### config.mk
export PLATFORM = sky130hd
export DESIGN_NAME = rgb_hsv_convert_8bit
export DESIGN_NICKNAME = d
export VERILOG_FILES = /design/src/rtl/rhc_pkg.sv /design/src/rtl/rhc_div_step.sv /design/src/rtl/rhc_rgb2hsv.sv /design/src/rtl/rhc_hsv2rgb.sv /design/src/rtl/rgb_hsv_convert_8bit.sv
export VERILOG_INCLUDE_DIRS = /design/src /design/src/rtl
export SDC_FILE = /design/constraint.sdc
export NUM_CORES = 2
export LEC_CHECK = 0
export ABC_CLOCK_PERIOD_IN_PS = 8400
export BUFFER_PORTS_ARGS = -buffer_cell sky130_fd_sc_hd__buf_2
export CAP_MARGIN = 0
export CORE_ASPECT_RATIO = 1.4
export CORE_UTILIZATION = 35
export CTS_CLUSTER_SIZE = 12
export DETAILED_ROUTE_END_ITERATION = 6
export SYNTH_ARGS = -nofsm -noshare
export SYNTH_HDL_FRONTEND = slang
export SYNTH_HIERARCHICAL = 1
export SYNTH_SLANG_ARGS = --single-unit
### constraint.sdc
create_clock -name i_clk -period 8.4 [get_ports i_clk]
set_clock_uncertainty 0.1 [all_clocks]
set_input_delay 1.68 -clock i_clk [delete_from_list [all_inputs] [get_ports i_clk]]
set_output_delay 1.68 -clock i_clk [all_outputs]
set_load 0.03 [all_outputs]
### src/rtl/rgb_hsv_convert_8bit_macros.svh
// Assertion macros shared by the color conversion pipeline.
`ifndef RGB_HSV_CONVERT_8BIT_MACROS_SVH
`define RGB_HSV_CONVERT_8BIT_MACROS_SVH

// Same-cycle implication, clocked on i_clk, off while i_rst_n is low.
`define RHC_ASSERT_IMP(lbl, ante, cons) \
    lbl: assert property (@(posedge i_clk) disable iff (!i_rst_n) (ante) |-> (cons)) \
        else $error("rhc assertion failed");

// Next-cycle implication, clocked on i_clk, off while i_rst_n is low.
`define RHC_ASSERT_NEXT(lbl, ante, cons) \
    lbl: assert property (@(posedge i_clk) disable iff (!i_rst_n) (ante) |=> (cons)) \
        else $error("rhc assertion failed");

`endif

### src/rtl/rhc_pkg.sv
// Shared types and constants of the RGB/HSV conversion pipeline.
`default_nettype none

package rhc_pkg;

    localparam int NDIV = 4;
    localparam int NSTG = NDIV + 4;

    localparam logic FUNC_TO_HSV = 1'b0;
    localparam logic FUNC_TO_RGB = 1'b1;

    typedef struct packed {
        logic       func;
        logic [7:0] in_first;
        logic [7:0] in_second;
        logic [7:0] in_third;
        logic [7:0] in_alpha;
    } t_in;

    typedef struct packed {
        logic [7:0] out_first;
        logic [7:0] out_second;
        logic [7:0] out_third;
        logic [7:0] out_alpha;
    } t_out;

    typedef struct packed {
        logic [NSTG-1:0] en;
        logic [NSTG-1:0] v;
    } t_pipe_ctrl;

    typedef struct packed {
        logic [7:0] c1;
        logic [7:0] c2;
        logic [7:0] c3;
    } t_pix;

endpackage

`default_nettype wire

### src/rtl/rhc_div_step.sv
// Two restoring division steps of the pipelined 16-by-8 divider.
`default_nettype none

module rhc_div_step (
    input  logic       i_clk,
    input  logic       i_en,
    input  logic [7:0] i_den,
    input  logic [7:0] i_rem,
    input  logic [7:0] i_num,
    input  logic [7:0] i_quo,
    output logic [7:0] o_den,
    output logic [7:0] o_rem,
    output logic [7:0] o_num,
    output logic [7:0] o_quo
);

    logic [8:0] n_trial;
    logic [7:0] n_rem;
    logic [7:0] n_num;
    logic [7:0] n_quo;
    logic [7:0] r_den;
    logic [7:0] r_rem;
    logic [7:0] r_num;
    logic [7:0] r_quo;

    always_comb begin
        n_rem   = i_rem;
        n_num   = i_num;
        n_quo   = i_quo;
        n_trial = '0;
        for (int k = 0; k < 2; k++) begin
            n_trial = {n_rem, n_num[7]};
            n_num   = {n_num[6:0], 1'b0};
            if (n_trial >= {1'b0, i_den}) begin
                n_rem = 8'(n_trial - {1'b0, i_den});
                n_quo = {n_quo[6:0], 1'b1};
            end else begin
                n_rem = n_trial[7:0];
                n_quo = {n_quo[6:0], 1'b0};
            end
        end
    end

    always_ff @(posedge i_clk) begin
        if (i_en) begin
            r_den <= i_den;
            r_rem <= n_rem;
            r_num <= n_num;
            r_quo <= n_quo;
        end
    end

    assign o_den = r_den;
    assign o_rem = r_rem;
    assign o_num = r_num;
    assign o_quo = r_quo;

endmodule

`default_nettype wire

### src/rtl/rhc_rgb2hsv.sv
// RGB to HSV path: min/max, numerators, two pipelined dividers, hue assembly.
`default_nettype none
`include "rgb_hsv_convert_8bit_macros.svh"

module rhc_rgb2hsv (
    input  logic               i_clk,
    input  logic               i_rst_n,
    input  rhc_pkg::t_pipe_ctrl i_ctrl,
    input  logic [7:0]         i_red,
    input  logic [7:0]         i_green,
    input  logic [7:0]         i_blue,
    output rhc_pkg::t_pix      o_pix
);

    localparam logic [1:0] SEC_RED   = 2'd0;
    localparam logic [1:0] SEC_GREEN = 2'd1;
    localparam logic [1:0] SEC_BLUE  = 2'd2;
    localparam logic [7:0] BASE_RED   = 8'd0;
    localparam logic [7:0] BASE_GREEN = 8'd85;
    localparam logic [7:0] BASE_BLUE  = 8'd171;
    localparam logic [7:0] HUE_SPAN   = 8'd43;
    localparam logic [15:0] HUE_MUL   = 16'd43;
    localparam int NDIV = rhc_pkg::NDIV;

    // stage 1
    logic [7:0] n_s1_mx;
    logic [7:0] n_s1_mn;
    logic [1:0] n_s1_sec;
    logic [8:0] n_s1_diff;
    logic [7:0] r_s1_mx;
    logic [7:0] r_s1_mn;
    logic [1:0] r_s1_sec;
    logic [8:0] r_s1_diff;

    // stage 2
    logic [7:0]  n_s2_delta;
    logic [7:0]  n_s2_absd;
    logic [15:0] n_s2_nums;
    logic [15:0] n_s2_numh;
    logic [7:0]  r_s2_mx;
    logic [7:0]  r_s2_delta;
    logic [1:0]  r_s2_sec;
    logic        r_s2_neg;
    logic [15:0] r_s2_nums;
    logic [15:0] r_s2_numh;

    // divider chain, index 0 is the stage 2 output
    logic [7:0] w_sden [NDIV+1];
    logic [7:0] w_srem [NDIV+1];
    logic [7:0] w_snum [NDIV+1];
    logic [7:0] w_squo [NDIV+1];
    logic [7:0] w_hden [NDIV+1];
    logic [7:0] w_hrem [NDIV+1];
    logic [7:0] w_hnum [NDIV+1];
    logic [7:0] w_hquo [NDIV+1];
    logic [1:0] w_sec  [NDIV+1];
    logic       w_neg  [NDIV+1];
    logic [1:0] r_dv_sec [NDIV];
    logic       r_dv_neg [NDIV];

    // final
    logic [7:0] n_base;
    logic [7:0] n_term;
    logic [7:0] n_hue;
    logic [7:0] n_sat;

    always_comb begin
        n_s1_mx = i_red;
        if (i_green > n_s1_mx) n_s1_mx = i_green;
        if (i_blue > n_s1_mx) n_s1_mx = i_blue;
        n_s1_mn = i_red;
        if (i_green < n_s1_mn) n_s1_mn = i_green;
        if (i_blue < n_s1_mn) n_s1_mn = i_blue;
        if (i_red == n_s1_mx) begin
            n_s1_sec  = SEC_RED;
            n_s1_diff = {1'b0, i_green} - {1'b0, i_blue};
        end else if (i_green == n_s1_mx) begin
            n_s1_sec  = SEC_GREEN;
            n_s1_diff = {1'b0, i_blue} - {1'b0, i_red};
        end else begin
            n_s1_sec  = SEC_BLUE;
            n_s1_diff = {1'b0, i_red} - {1'b0, i_green};
        end
    end

    always_ff @(posedge i_clk) begin
        if (i_ctrl.en[1]) begin
            r_s1_mx   <= n_s1_mx;
            r_s1_mn   <= n_s1_mn;
            r_s1_sec  <= n_s1_sec;
            r_s1_diff <= n_s1_diff;
        end
    end

    always_comb begin
        n_s2_delta = r_s1_mx - r_s1_mn;
        if (r_s1_diff[8]) begin
            n_s2_absd = 8'(~r_s1_diff + 9'd1);
        end else begin
            n_s2_absd = r_s1_diff[7:0];
        end
        n_s2_nums = {n_s2_delta, 8'd0} - {8'd0, n_s2_delta};
        n_s2_numh = {8'd0, n_s2_absd} * HUE_MUL;
    end

    always_ff @(posedge i_clk) begin
        if (i_ctrl.en[2]) begin
            r_s2_mx    <= r_s1_mx;
            r_s2_delta <= n_s2_delta;
            r_s2_sec   <= r_s1_sec;
            r_s2_neg   <= r_s1_diff[8];
            r_s2_nums  <= n_s2_nums;
            r_s2_numh  <= n_s2_numh;
        end
    end

    assign w_sden[0] = r_s2_mx;
    assign w_srem[0] = r_s2_nums[15:8];
    assign w_snum[0] = r_s2_nums[7:0];
    assign w_squo[0] = 8'd0;
    assign w_hden[0] = r_s2_delta;
    assign w_hrem[0] = r_s2_numh[15:8];
    assign w_hnum[0] = r_s2_numh[7:0];
    assign w_hquo[0] = 8'd0;
    assign w_sec[0]  = r_s2_sec;
    assign w_neg[0]  = r_s2_neg;

    for (genvar j = 0; j < NDIV; j++) begin : g_div
        rhc_div_step u_sdiv (
            .i_clk (i_clk),
            .i_en  (i_ctrl.en[3+j]),
            .i_den (w_sden[j]),
            .i_rem (w_srem[j]),
            .i_num (w_snum[j]),
            .i_quo (w_squo[j]),
            .o_den (w_sden[j+1]),
            .o_rem (w_srem[j+1]),
            .o_num (w_snum[j+1]),
            .o_quo (w_squo[j+1])
        );

        rhc_div_step u_hdiv (
            .i_clk (i_clk),
            .i_en  (i_ctrl.en[3+j]),
            .i_den (w_hden[j]),
            .i_rem (w_hrem[j]),
            .i_num (w_hnum[j]),
            .i_quo (w_hquo[j]),
            .o_den (w_hden[j+1]),
            .o_rem (w_hrem[j+1]),
            .o_num (w_hnum[j+1]),
            .o_quo (w_hquo[j+1])
        );

        always_ff @(posedge i_clk) begin
            if (i_ctrl.en[3+j]) begin
                r_dv_sec[j] <= w_sec[j];
                r_dv_neg[j] <= w_neg[j];
            end
        end

        assign w_sec[j+1] = r_dv_sec[j];
        assign w_neg[j+1] = r_dv_neg[j];
    end

    always_comb begin
        case (w_sec[NDIV])
            SEC_RED:   n_base = BASE_RED;
            SEC_GREEN: n_base = BASE_GREEN;
            default:   n_base = BASE_BLUE;
        endcase
        if (w_neg[NDIV]) begin
            n_term = ~w_hquo[NDIV] + 8'd1;
        end else begin
            n_term = w_hquo[NDIV];
        end
        if (w_sden[NDIV] == 8'd0) begin
            n_sat = 8'd0;
            n_hue = 8'd0;
        end else begin
            n_sat = w_squo[NDIV];
            n_hue = (w_squo[NDIV] == 8'd0) ? 8'd0 : n_base + n_term;
        end
    end

    assign o_pix.c1 = n_hue;
    assign o_pix.c2 = n_sat;
    assign o_pix.c3 = w_sden[NDIV];

    `RHC_ASSERT_IMP(a_srem_below_den, i_ctrl.v[NDIV+2] && w_sden[NDIV] != 8'd0, w_srem[NDIV] < w_sden[NDIV])
    `RHC_ASSERT_IMP(a_hrem_below_den, i_ctrl.v[NDIV+2] && w_hden[NDIV] != 8'd0, w_hrem[NDIV] < w_hden[NDIV])
    `RHC_ASSERT_IMP(a_hue_term_span, i_ctrl.v[NDIV+2] && w_hden[NDIV] != 8'd0, w_hquo[NDIV] <= HUE_SPAN)

endmodule

`default_nettype wire

### src/rtl/rhc_hsv2rgb.sv
// HSV to RGB path: region split, two multiply rounds, channel select.
`default_nettype none

module rhc_hsv2rgb (
    input  logic               i_clk,
    input  rhc_pkg::t_pipe_ctrl i_ctrl,
    input  logic [7:0]         i_hue,
    input  logic [7:0]         i_sat,
    input  logic [7:0]         i_val,
    output rhc_pkg::t_pix      o_pix
);

    localparam logic [2:0] REG_0 = 3'd0;
    localparam logic [2:0] REG_1 = 3'd1;
    localparam logic [2:0] REG_2 = 3'd2;
    localparam logic [2:0] REG_3 = 3'd3;
    localparam logic [2:0] REG_4 = 3'd4;
    localparam logic [2:0] REG_5 = 3'd5;
    localparam logic [7:0] FULL  = 8'd255;

    // stage 1
    logic [2:0] n_s1_reg;
    logic [7:0] n_s1_off;
    logic [7:0] n_s1_frac;
    logic [2:0] r_s1_reg;
    logic [7:0] r_s1_rem;
    logic [7:0] r_s1_sat;
    logic [7:0] r_s1_val;

    // stage 2
    logic [15:0] r_s2_pp;
    logic [15:0] r_s2_x1;
    logic [15:0] r_s2_x2;
    logic [2:0]  r_s2_reg;
    logic [7:0]  r_s2_val;
    logic        r_s2_gray;

    // stage 3
    logic [7:0] r_s3_p;
    logic [7:0] r_s3_qf;
    logic [7:0] r_s3_tf;
    logic [2:0] r_s3_reg;
    logic [7:0] r_s3_val;
    logic       r_s3_gray;

    // stage 4
    logic [15:0] r_s4_qq;
    logic [15:0] r_s4_tt;
    logic [7:0]  r_s4_p;
    logic [2:0]  r_s4_reg;
    logic [7:0]  r_s4_val;
    logic        r_s4_gray;

    // stages 5 and 6
    rhc_pkg::t_pix n_s5_pix;
    rhc_pkg::t_pix r_s5_pix;
    rhc_pkg::t_pix r_s6_pix;
    logic [7:0]    w_q;
    logic [7:0]    w_t;

    always_comb begin
        n_s1_reg = REG_0;
        n_s1_off = 8'd0;
        if (i_hue >= 8'd43) begin
            n_s1_reg = REG_1;
            n_s1_off = 8'd43;
        end
        if (i_hue >= 8'd86) begin
            n_s1_reg = REG_2;
            n_s1_off = 8'd86;
        end
        if (i_hue >= 8'd129) begin
            n_s1_reg = REG_3;
            n_s1_off = 8'd129;
        end
        if (i_hue >= 8'd172) begin
            n_s1_reg = REG_4;
            n_s1_off = 8'd172;
        end
        if (i_hue >= 8'd215) begin
            n_s1_reg = REG_5;
            n_s1_off = 8'd215;
        end
        n_s1_frac = i_hue - n_s1_off;
    end

    always_ff @(posedge i_clk) begin
        if (i_ctrl.en[1]) begin
            r_s1_reg <= n_s1_reg;
            r_s1_rem <= {n_s1_frac[5:0], 2'b00} + {n_s1_frac[6:0], 1'b0};
            r_s1_sat <= i_sat;
            r_s1_val <= i_val;
        end
    end

    always_ff @(posedge i_clk) begin
        if (i_ctrl.en[2]) begin
            r_s2_pp   <= {8'd0, r_s1_val} * {8'd0, FULL - r_s1_sat};
            r_s2_x1   <= {8'd0, r_s1_sat} * {8'd0, r_s1_rem};
            r_s2_x2   <= {8'd0, r_s1_sat} * {8'd0, FULL - r_s1_rem};
            r_s2_reg  <= r_s1_reg;
            r_s2_val  <= r_s1_val;
            r_s2_gray <= (r_s1_sat == 8'd0);
        end
    end

    always_ff @(posedge i_clk) begin
        if (i_ctrl.en[3]) begin
            r_s3_p    <= r_s2_pp[15:8];
            r_s3_qf   <= FULL - r_s2_x1[15:8];
            r_s3_tf   <= FULL - r_s2_x2[15:8];
            r_s3_reg  <= r_s2_reg;
            r_s3_val  <= r_s2_val;
            r_s3_gray <= r_s2_gray;
        end
    end

    always_ff @(posedge i_clk) begin
        if (i_ctrl.en[4]) begin
            r_s4_qq   <= {8'd0, r_s3_val} * {8'd0, r_s3_qf};
            r_s4_tt   <= {8'd0, r_s3_val} * {8'd0, r_s3_tf};
            r_s4_p    <= r_s3_p;
            r_s4_reg  <= r_s3_reg;
            r_s4_val  <= r_s3_val;
            r_s4_gray <= r_s3_gray;
        end
    end

    assign w_q = r_s4_qq[15:8];
    assign w_t = r_s4_tt[15:8];

    always_comb begin
        if (r_s4_gray) begin
            n_s5_pix = '{c1: r_s4_val, c2: r_s4_val, c3: r_s4_val};
        end else begin
            case (r_s4_reg)
                REG_0:   n_s5_pix = '{c1: r_s4_val, c2: w_t,      c3: r_s4_p};
                REG_1:   n_s5_pix = '{c1: w_q,      c2: r_s4_val, c3: r_s4_p};
                REG_2:   n_s5_pix = '{c1: r_s4_p,   c2: r_s4_val, c3: w_t};
                REG_3:   n_s5_pix = '{c1: r_s4_p,   c2: w_q,      c3: r_s4_val};
                REG_4:   n_s5_pix = '{c1: w_t,      c2: r_s4_p,   c3: r_s4_val};
                default: n_s5_pix = '{c1: r_s4_val, c2: r_s4_p,   c3: w_q};
            endcase
        end
    end

    always_ff @(posedge i_clk) begin
        if (i_ctrl.en[5]) begin
            r_s5_pix <= n_s5_pix;
        end
        if (i_ctrl.en[6]) begin
            r_s6_pix <= r_s5_pix;
        end
    end

    assign o_pix = r_s6_pix;

endmodule

`default_nettype wire

### src/rtl/rgb_hsv_convert_8bit.sv
// Top level of the 8-bit RGB/HSV pixel conversion pipeline.
//
//  channel | direction | handshake          | payload
//  --------+-----------+--------------------+--------------------------------
//  input   | in        | i_valid / o_stall  | i_data  (func, first..third, alpha)
//  output  | out       | o_valid / i_stall  | o_data  (first..third, alpha)
//
// One pixel transaction per cycle while i_stall is low; eight register stages
// from acceptance to o_valid, set by the four double-step stages of the dividers.
// Each stage advances when it is empty or the next one advances, so bubbles
// collapse and a stall holds in place each valid stage with no empty stage after it.
// Synchronous active-low reset clears the stage valid bits only.
`default_nettype none
`include "rgb_hsv_convert_8bit_macros.svh"

module rgb_hsv_convert_8bit (
    input  logic          i_clk,
    input  logic          i_rst_n,
    input  logic          i_valid,
    output logic          o_stall,
    input  rhc_pkg::t_in  i_data,
    output logic          o_valid,
    input  logic          i_stall,
    output rhc_pkg::t_out o_data
);

    localparam int   LAST = rhc_pkg::NSTG - 1;

    logic [rhc_pkg::NSTG-1:0] r_v;
    logic [rhc_pkg::NSTG-1:0] w_en;
    rhc_pkg::t_pipe_ctrl      w_ctrl;
    rhc_pkg::t_in             r_in;
    logic                     r_func  [LAST];
    logic [7:0]               r_alpha [LAST];
    rhc_pkg::t_pix            w_hsv;
    rhc_pkg::t_pix            w_rgb;
    rhc_pkg::t_pix            n_pix;
    rhc_pkg::t_out            r_out;
    logic                     r_func_out;

    always_comb begin
        w_en[LAST] = !r_v[LAST] || !i_stall;
        for (int k = LAST - 1; k >= 0; k--) begin
            w_en[k] = !r_v[k] || w_en[k+1];
        end
    end

    assign w_ctrl.en = w_en;
    assign w_ctrl.v  = r_v;

    always_ff @(posedge i_clk) begin
        if (!i_rst_n) begin
            r_v <= '0;
        end else begin
            if (w_en[0]) r_v[0] <= i_valid;
            for (int k = 1; k <= LAST; k++) begin
                if (w_en[k]) r_v[k] <= r_v[k-1];
            end
        end
    end

    always_ff @(posedge i_clk) begin
        if (w_en[0]) begin
            r_in       <= i_data;
            r_func[0]  <= i_data.func;
            r_alpha[0] <= i_data.in_alpha;
        end
        for (int k = 1; k < LAST; k++) begin
            if (w_en[k]) begin
                r_func[k]  <= r_func[k-1];
                r_alpha[k] <= r_alpha[k-1];
            end
        end
    end

    rhc_rgb2hsv u_rgb2hsv (
        .i_clk   (i_clk),
        .i_rst_n (i_rst_n),
        .i_ctrl  (w_ctrl),
        .i_red   (r_in.in_first),
        .i_green (r_in.in_second),
        .i_blue  (r_in.in_third),
        .o_pix   (w_hsv)
    );

    rhc_hsv2rgb u_hsv2rgb (
        .i_clk  (i_clk),
        .i_ctrl (w_ctrl),
        .i_hue  (r_in.in_first),
        .i_sat  (r_in.in_second),
        .i_val  (r_in.in_third),
        .o_pix  (w_rgb)
    );

    assign n_pix = (r_func[LAST-1] == rhc_pkg::FUNC_TO_HSV) ? w_hsv : w_rgb;

    always_ff @(posedge i_clk) begin
        if (w_en[LAST]) begin
            r_out.out_first  <= n_pix.c1;
            r_out.out_second <= n_pix.c2;
            r_out.out_third  <= n_pix.c3;
            r_out.out_alpha  <= r_alpha[LAST-1];
            r_func_out       <= r_func[LAST-1];
        end
    end

    assign o_valid = r_v[LAST];
    assign o_data  = r_out;
    assign o_stall = !w_en[0];

    `RHC_ASSERT_NEXT(a_stage6_holds, r_v[LAST-1] && !w_en[LAST], r_v[LAST-1])
    `RHC_ASSERT_IMP(a_black_no_hue, o_valid && r_func_out == rhc_pkg::FUNC_TO_HSV && o_data.out_third == 8'd0, o_data.out_first == 8'd0 && o_data.out_second == 8'd0)
    `RHC_ASSERT_IMP(a_gray_no_hue, o_valid && r_func_out == rhc_pkg::FUNC_TO_HSV && o_data.out_second == 8'd0, o_data.out_first == 8'd0)

endmodule

`default_nettype wire

==> impl_metrics.toml <==
[layout]
fillers = 10880
syn_to_final_growth_pct = 9.803
largest_reg_flops = 56
regMostFlops = "r_alpha"
final_nets = 4165
fin_util = 0.3882
drive_gt1_frac = 0.09723

[worst_setup_path]
slowest_stage = "a211oi_2"
critPathKind = "reg2reg"
max_stage_delay_ps = 840
worst_ep_required_time_ps = 8670
crit_fanout = 22
crit_path_cell_trace = "inv_1, ha_1, and3_1, a221o_1, a21oi_4, nor2_1, a21oi_1, ha_1, a21oi_1, o21ai_0, o21bai_1, buf_4, mux2i_1, o221ai_1, a211oi_2, mux2_2"
worstSetupEndpointType = "flip-flop"
crit_path_start_kind = "flip-flop"
arrival_ps = 5740

[sta]
setup_tns_ps = 0
hold_viol_final = 0
fmax_ghz = 0.1829
finalSetupViolations = 0
rsz0062_at_grt = "no"
worst_pin_slew_ps = 1024
period_minus_slack_ps = 5469
final_max_slew_viol_count = 0
setup_ws_ps = 2931
fin_crit_sh = 0.6510
slew_headroom = 0.3158

[global_routing]
grt_max_degree = 82
grt_pass1_wl_um = 136600
antenna_found_initial = 3
first_global_vias = 26230
grtUsageTotal = 0.1458
grt_overflow = 0

[floorplan]
io_pins = 71
initial_core_util = 0.3535
die_y_um = 402.2
fp.dieW_um = 287.9
dieArea_um2 = 115800
std_cell_rows = 146
core_area_um2 = 113300

[cts]
cts_tree = "yes"
htreeDepth = 2
cts_resized = 0
cts_made_buffers = 60
clk-insertion-delay-late_ps = 630
clk_pin_slew_ps = 60
cts_setup_buffers = 0
root_buffer = "clkbuf_16"
cts.sink_count = 564
cts.path.max_buffers = 3
ctsHoldBuffers = 0

[placed_design]
dpl_worst_slack_ps = 2913
dp_hpwl_um = 65120
gp_congestion = 0.8887
portBuffers = 70

[routing]
ant_nets = 0
drt_wl_total_um = 82960
drc = 54
drtPass1Iterations = 7
viasPerCell = 4.949
vias = 25050
wire_per_inst_um = 16.39
drtIter0Drc = 1150

[min_path]
min_path_type = "reg2reg"

[yosys]
avgSynthCellArea_um2 = 11.56
postSynthCellCount = 3463
yosysWarningCount = 6
syn_area_um2 = 40040

[run_status]
violations = "design-rule violations"
status = "complete, but fails checks"

[job]
drv_cap = 0
## stage by stage
stage | cells | hold slack (ps) | cell area, um2
after floorplan | 3465 | 300.3 | 40050
after global placement | 4951 | 300.5 | 41940
after detailed placement | 4951 | 304.5 | 41940
after CTS | 5059 | 309.0 | 43960
after global routing | 5060 | 323.1 | 43960
final | 5061 | 312.7 | 43960
## cells in the final DEF (no fill, tap or decap), types with 93 or more instances in the layout
master and n:
edfxtp_1 556, inv_1 502, ha_1 396, fa_1 199, nand2_1 169, a21oi_1 159
o21ai_0 144, nor2_1 127, xnor2_1 109, and2_1 98, nor2b_1 93
## path summary, 6_finish.rpt
check,startpoint,end,slack [ps],depth (start not counted)
setup / recovery,r_in[21],u_rgb2hsv/r_s1_diff[8],2930,16
hold / removal,r_alpha[1][4],r_alpha[2][4],310,0
setup reg to reg,r_in[21],u_rgb2hsv/r_s1_diff[8],2930,16
hold reg to reg,r_alpha[1][4],r_alpha[2][4],310,0
## critical path, delay by kind of cell, from the launching register on
family          cells  cell delay [ps]
buf+inv             2              410
compound gates      8             2480
mux                 2              640
flops               1              620
simple gates        2              300
fa+ha+maj           2              660
## final cells by class
class                   count  area (um2)  area share
multi-input cells        2316       20870      0.4746
clock buffers              86        1692     0.03848
flip-flops and latches    564       16860      0.3834
diodes                      2       5.005   0.0001138
clock inverters            22       330.3    0.007513
repair buffers             84       455.4     0.01036
inverters                 507        1908     0.04340
well taps                1480        1852     0.04212
## routing by layer
layer	vias to the layer above	global-route usage	wire, um
met4	0	0.04957	2531
met5	-	0	0
met3	141	0.01599	2543
met1	12180	0.1773	35660
li1	12330	-	-
met2	401	0.2645	42220
Power is left out: the tool's default activity adds up to more than one toggle a clock period on the data nets, which glitch-free logic cannot reach.
